--- src/hdl/gc_victim_block_scanner_core_macros.svh ---
// Assertion macros used by the scanner RTL.
`ifndef GC_VICTIM_BLOCK_SCANNER_CORE_MACROS_SVH
`define GC_VICTIM_BLOCK_SCANNER_CORE_MACROS_SVH

// Same-cycle implication, ignored while reset is asserted.
`define GCVBS_ASSERT_NOW(label, ante, cons, msg) \
    label: assert property (@(posedge clk) disable iff (!rst_n) (ante) |-> (cons)) \
        else $error(msg);

// Next-cycle implication, ignored while reset is asserted.
`define GCVBS_ASSERT_NEXT(label, ante, cons, msg) \
    label: assert property (@(posedge clk) disable iff (!rst_n) (ante) |=> (cons)) \
        else $error(msg);

`endif

--- src/hdl/gcvbs_pkg.sv ---
package gcvbs_pkg;

    // default geometry
    localparam int DEF_CHANNELS          = 4;
    localparam int DEF_CHIPS_PER_CHANNEL = 2;
    localparam int DEF_DIES_PER_CHIP     = 2;
    localparam int DEF_PLANES_PER_DIE    = 2;
    localparam int DEF_BLOCKS_PER_PLANE  = 256;

    // saturation limit for stored counts
    localparam int PAGES_PER_BLOCK = 256;

    // count and threshold width
    localparam int CNT_W = 9;
    localparam logic [CNT_W-1:0] THR_RESET = 9'd128;

    // stream field widths
    localparam int CH_FW  = 2;
    localparam int CE_FW  = 1;
    localparam int LU_FW  = 1;
    localparam int PL_FW  = 1;
    localparam int BK_FW  = 8;

    // input tdata offsets
    localparam int TD_CH_LSB  = 0;
    localparam int TD_CE_LSB  = 2;
    localparam int TD_LU_LSB  = 3;
    localparam int TD_PL_LSB  = 4;
    localparam int TD_BK_LSB  = 5;
    localparam int TD_INV_LSB = 13;

    localparam int S_TDATA_W = 24;
    localparam int M_TDATA_W = 16;

    typedef enum logic
    {
        OP_UPDATE = 1'b0,
        OP_SEARCH = 1'b1
    } op_t;

    typedef enum logic [2:0]
    {
        ST_CLEAR,
        ST_IDLE,
        ST_PRIME,
        ST_SCAN,
        ST_DONE
    } state_t;

    // address field width for a dimension of n entries, at least one bit
    function automatic int field_w(input int n);
        field_w = (n > 1) ? $clog2(n) : 1;
    endfunction

endpackage

--- src/hdl/gcvbs_addr_step.sv ---
// Mixed-radix step of a block address, plane fastest and block slowest.
module gcvbs_addr_step #(
    parameter int CHANNELS          = gcvbs_pkg::DEF_CHANNELS,
    parameter int CHIPS_PER_CHANNEL = gcvbs_pkg::DEF_CHIPS_PER_CHANNEL,
    parameter int DIES_PER_CHIP     = gcvbs_pkg::DEF_DIES_PER_CHIP,
    parameter int PLANES_PER_DIE    = gcvbs_pkg::DEF_PLANES_PER_DIE,
    parameter int BLOCKS_PER_PLANE  = gcvbs_pkg::DEF_BLOCKS_PER_PLANE,
    localparam int PL_W   = gcvbs_pkg::field_w(PLANES_PER_DIE),
    localparam int CH_W   = gcvbs_pkg::field_w(CHANNELS),
    localparam int CE_W   = gcvbs_pkg::field_w(CHIPS_PER_CHANNEL),
    localparam int LU_W   = gcvbs_pkg::field_w(DIES_PER_CHIP),
    localparam int BK_W   = gcvbs_pkg::field_w(BLOCKS_PER_PLANE),
    localparam int ADDR_W = PL_W + CH_W + CE_W + LU_W + BK_W
) (
    input  logic [ADDR_W-1:0] pos,
    output logic [ADDR_W-1:0] pos_next,
    output logic              last
);

    localparam int PL_LSB = 0;
    localparam int CH_LSB = PL_LSB + PL_W;
    localparam int CE_LSB = CH_LSB + CH_W;
    localparam int LU_LSB = CE_LSB + CE_W;
    localparam int BK_LSB = LU_LSB + LU_W;

    logic [PL_W-1:0] pl;
    logic [CH_W-1:0] ch;
    logic [CE_W-1:0] ce;
    logic [LU_W-1:0] lu;
    logic [BK_W-1:0] bk;
    logic pl_max, ch_max, ce_max, lu_max, bk_max;
    logic c_ch, c_ce, c_lu, c_bk;

    assign pl = pos[PL_LSB +: PL_W];
    assign ch = pos[CH_LSB +: CH_W];
    assign ce = pos[CE_LSB +: CE_W];
    assign lu = pos[LU_LSB +: LU_W];
    assign bk = pos[BK_LSB +: BK_W];

    assign pl_max = (pl == PL_W'(PLANES_PER_DIE - 1));
    assign ch_max = (ch == CH_W'(CHANNELS - 1));
    assign ce_max = (ce == CE_W'(CHIPS_PER_CHANNEL - 1));
    assign lu_max = (lu == LU_W'(DIES_PER_CHIP - 1));
    assign bk_max = (bk == BK_W'(BLOCKS_PER_PLANE - 1));

    // carry into each digit
    assign c_ch = pl_max;
    assign c_ce = c_ch & ch_max;
    assign c_lu = c_ce & ce_max;
    assign c_bk = c_lu & lu_max;
    assign last = c_bk & bk_max;

    always_comb
    begin
        pos_next[PL_LSB +: PL_W] = pl_max ? '0 : pl + PL_W'(1);
        pos_next[CH_LSB +: CH_W] = !c_ch ? ch : (ch_max ? '0 : ch + CH_W'(1));
        pos_next[CE_LSB +: CE_W] = !c_ce ? ce : (ce_max ? '0 : ce + CE_W'(1));
        pos_next[LU_LSB +: LU_W] = !c_lu ? lu : (lu_max ? '0 : lu + LU_W'(1));
        pos_next[BK_LSB +: BK_W] = !c_bk ? bk : (bk_max ? '0 : bk + BK_W'(1));
    end

endmodule

--- config.mk ---
export PLATFORM = sky130hd
export DESIGN_NAME = gcvbs_addr_step
export DESIGN_NICKNAME = d
export VERILOG_FILES = /design/src/hdl/gc_victim_block_scanner_core_macros.svh /design/src/hdl/gcvbs_pkg.sv /design/src/hdl/gcvbs_addr_step.sv
export SDC_FILE = /design/constraint.sdc
export NUM_CORES = 1
export LEC_CHECK = 0
export ABC_AREA = 1
export BUFFER_PORTS_ARGS = -buffer_cell sky130_fd_sc_hd__buf_2
export CAP_MARGIN = 10
export CORE_AREA = 10 10 47 49
export DETAILED_ROUTE_END_ITERATION = 12
export DIE_AREA = 0 0 57 59
export GPL_TIMING_DRIVEN = 0
export SLEW_MARGIN = 15
export SYNTH_ARGS = -nofsm -noshare
export SYNTH_HDL_FRONTEND = slang
export SYNTH_SLANG_ARGS = --single-unit
export TNS_END_PERCENT = 30
--- constraint.sdc ---
create_clock -name vclk -period 2
set_input_delay 0.4 -clock vclk [all_inputs]
set_output_delay 0.4 -clock vclk [all_outputs]
set_load 0.05 [all_outputs]
# Yosys cells after proc, flatten, opt, wreduce, memory -nomap -nowiden
# Cells that the tools add are included.
[word_totals]
memories = 0
register_bits = 0
inputBits = 13
latch_bits = 0
word_cells = 20
output_inout_bits = 14
mem_bits_rw = 0
rom_bits = 0
[classes]
mul = 0
n_eq_ne = 2
div_mod_pow = 0
addsub = 5
magnitude_cmp = 0
reduce_logical = 0
shifts = 0
bitwise_logic = 4
mux = 9
[op_table]
columns = ["cell", "count"]
rows = [
  ["two-way mux 8 bit", 2],
  ["adder 8 x 1 -> 8 bit, second input constant", 1],
  ["== test 8 bit, second input constant", 1],
  ["two-way mux 1 bit", 5],
  ["AND 1 bit", 4],
  ["two-way mux 2 bit", 2],
  ["adder 1 bit, second input constant", 3],
  ["adder 2 x 1 -> 2 bit, second input constant", 1],
  ["== test 2 bit, second input constant", 1],
]

# Depth between registers and ports, before layout
[depth]
word_depth = 5
ltp_mapped = 11
depth_no_buf = 11

# Least setup slack after synthesis
# OpenSTA, ideal clock, no wires.
[synth_timing]
kind = "input-to-output"
startpoint = "input port pos[1]"
endpoint = "output port pos_next[5]"
cell_stages = 10
n_path_buf = 0
setup_slack_ps = -653
t_arrival_ps = 2253
required_time_ps = 1600
cell_sequence = "ha_1 -> nand2_1 -> inv_1 -> ha_1 -> ha_1 -> nand2_1 -> nor2_1 -> nand2_1 -> inv_1 -> nor2_1"
[synth_between]
elab_chain_cells = 5
[synth_lines]
columns = ["element", "line_no", "rtl"]
rows = [
  ["start, declared", "gcvbs_addr_step.sv:15", "input logic [ADDR_W-1:0] pos,"],
  ["== test 2 bit", "gcvbs_addr_step.sv:41", "assign ch_max = (ch == CH_W'(CHANNELS - 1));"],
  ["AND 1 bit", "gcvbs_addr_step.sv:48", "assign c_ce = c_ch & ch_max;"],
  ["AND 1 bit", "gcvbs_addr_step.sv:49", "assign c_lu = c_ce & ce_max;"],
  ["AND 1 bit", "gcvbs_addr_step.sv:50", "assign c_bk = c_lu & lu_max;"],
  ["two-way mux 8 bit", "gcvbs_addr_step.sv:59", "pos_next[BK_LSB +: BK_W] = !c_bk ? bk : (bk_max ? '0 : bk + BK_W'(1));"],
  ["end, declared", "gcvbs_addr_step.sv:16", "output logic [ADDR_W-1:0] pos_next,"],
]
# No other way between the ends.

# Final worst setup path
[layout_timing]
startpoint = "input port pos[2]"
endpoint = "output port pos_next[5]"
# Same word-level chain as after synthesis.

==> impl_metrics.py <==
metrics = {
    "status": {
        "status": "complete, but fails checks",
        "violations_in_the_final_reports": "negative setup slack",
    },
    "yosys": {
        "postSynthNetCount": 73,
        "synthCells": 56,
        "post_synth_main_area_contributors": "nand2_1 (28%), ha_1 (17%), inv_1 (10%), nor2_1 (7.9%), nor2_4 (7.9%)",
        "sequential_cell_area_fraction_in_the_yosys_report_pct": 0,
        "synth_largest_area_cell": "nand2_1",
        "syn_avg_cell_area_um2": 5.12,
        "number_of_distinct_standard_cells_referenced_by_the_synthesized_netlist": 14,
        "synthesis.yosys.warnings": 0,
        "syn_area_um2": 287,
        "synth_top_area_share_pct": 27.5,
    },
    "min_path": {
        "timing.hold.worst.start": "pos[1]",
        "hold_path_class": "in -> out",
    },
    "power": {
        "power_switching_share_pct": 66.0,
        "totalPowerFinal_uw": 155,
        "p_int_uw": 52.6,
        "ir_drop_mv": 0.106,
        "power.density_cell_area_nw_per_um2": 258,
        "p_switching_uw": 102,
        "cellLeakagePower_nw": 0.310,
        "pwr-share-seq_pct": 0,
        "clock_power_share_pct": 0,
        "power_frac_comb_pct": 100.0,
    },
    "final_layout": {
        "design.seq.count": 0,
        "layout-drive-gt1-share_pct": 58.3,
        "syn_to_final_growth_pct": 110,
        "final.clkbuf_count": 0,
        "finalInstanceArea_um2": 601,
        "layout.area.seq_um2": 0,
        "finalNetCount": 103,
        "area_used_by_multi_input_combinational_logic_um2": 334,
        "filler_cell_count": 153,
        "num_antenna_cells": 0,
    },
    "grt": {
        "globalRoute.totalOverflow": 0,
        "grt.total_usage_pct": 5.29,
        "grt_antenna_before_repair": 0,
        "grt_pass1_wl_um": 1630,
        "first_global_vias": 401,
        "grt_start_max_net_pins": 7,
    },
    "critical_path": {
        "setup.worst_path.end": "pos_next[5]",
        "worstPathMaxFanout": 6,
        "setup.worst_path.end_class": "primary output",
        "cp-startpoint": "pos[2]",
        "critPathRequiredTime_ns": 1.60,
        "critical_path.startpoint_type": "input pin",
        "criticalPathCategory": "in -> out",
        "worstPathArrival_ns": 1.68,
    },
    "route": {
        "vias": 428,
        "drc": 0,
        "antenna_left": 0,
        "drtIter0Drc": 0,
        "routed_wirelength_um": 958,
        "drt-wirelength-per-cell_um": 9.58,
        "length_of_the_first_detailed_routing_pass_in_iterations": 1,
        "avgViaCountPerCell": 4.28,
    },
    "floorplan": {
        "fp.dieArea_um2": 3360,
        "num_io_pins": 27,
        "core-area_um2": 1400,
        "starting_density_of_the_core_pct": 20.4,
        "die_height_um": 59,
        "die_w_um": 57,
        "placementRows": 14,
    },
    "placement": {
        "placement.cell_area_um2": 508,
        "global_placement_routability_congestion": 0.710,
        "port-buffer-count": 27,
        "dp_hpwl_um": 840,
    },
    "sta": {
        "timing.hold.ws_ns": 1.14,
        "min_period_over_period_pct": 104,
        "setup_total_negative_slack_ns": -0.244,
        "worst_tran_pin_value_ns": 0.253,
        "report.final.hold_viol_count": 0,
        "setup_viol_count_final": 6,
        "unrepaired_setup_endpoints_after_global_routing": "true",
        "final_max_slew_viol_count": 0,
        "finalCriticalPeriod_ns": 2.08,
        "maxClockFrequency_mhz": 481,
        "worst_case_setup_margin_in_the_final_layout_ns": -0.0800,
        "max-slew-margin-rel_pct": 83.3,
    },
    "job": {
        "cap_violations": 0,
    },
}
## synthesized netlist by cell type (2+ instances only)
library cell / instances
nor2_4: 2
ha_1: 4
inv_1: 8
nand2_1: 21
nand3_1: 3
o21ai_0: 2
a21oi_1: 4
nor2_1: 6
## worst min-delay path by stage
stage               cells past startpoint          end  slack (ns)
finish                                  3  pos_next[1]        1.14
CTS                                     3  pos_next[1]        1.14
detailed placement                      3  pos_next[0]        1.19
global placement                        3  pos_next[0]        1.18
global route                            3  pos_next[1]        1.16
floorplan                               1  pos_next[0]        0.98
## worst max-delay path, cell delays in order
cell        delay (ns)
buf_8             0.10
ha_4              0.14
nand2_2           0.06
inv_2             0.04
ha_4              0.15
ha_4              0.18
nand2_2           0.07
nor2_2            0.03
nand2_2           0.13
clkinvlp_4        0.13
nor2_4            0.09
buf_6             0.16
## metal layers
layer  vias up  wire length (um)  track usage (%)  share of wire [%]
met5         -                 0                0                  0
met4         0                 0                0                  0
met3         0               126             2.79                 13
met2        21               451             9.77                 47
met1       173               379             5.51                 40
li1        234                 -                -                  -
## power groups by stage
stage	combinational, mW	clock, mW	sequential, mW
2_1_floorplan	0.103	0	0
3_3_place_gp	0.136	0	0
3_5_place_dp	0.137	0	0
4_1_cts	0.154	0	0
5_1_grt	0.168	0	0
6_report	0.155	0	0
## placed cells by master, fill, tap and decap left out, types with 2 or more instances in the layout
cell and instances:
a21oi_1 4, buf_2 17, buf_6 7, inv_1 5, buf_4 2, nor2_2 3, ha_4 3, buf_8 2
nand2_2 5, nor2_4 4, nand2_1 17, inv_2 3, nand3_1 3
## cell families after synthesis
kind of cell | after synthesis | synth area share, %
XOR/XNOR | 1 | 3.06
buffers and inverters | 9 | 11.8
AO/OA/AOI/OAI | 6 | 10.5
AND/OR/NAND/NOR | 36 | 57.2
adder cells (fa/ha/maj) | 4 | 17.5
## what timing repair did
item / CTS / global route
hold buffers: 0 / 0
setup endpoints to repair: 8 / 8
pin swaps: 7 / 4
buffers inserted: 1 / 0
gates resized for setup: 21 / 7
## metrics by stage
step / setup WS [ns] / util (%) / instances
floorplan: -0.206 / - / 56
finish: -0.0800 / 42.9 / 100
detailed placement: -0.254 / 36.3 / 99
global route: -0.141 / 42.9 / 100
CTS: -0.0774 / 41.5 / 100
global placement: -0.251 / 36.3 / 99
## layout make-up
| class | instances | share of cell area, % |
|---|---|---|
| Timing Repair Buffer | 28 | 34.8 |
| Tap cell | 16 | 3.33 |
| Multi-Input combinational cell | 47 | 55.6 |
| Inverter | 9 | 6.25 |
Power figures use the tool's default switching activity.
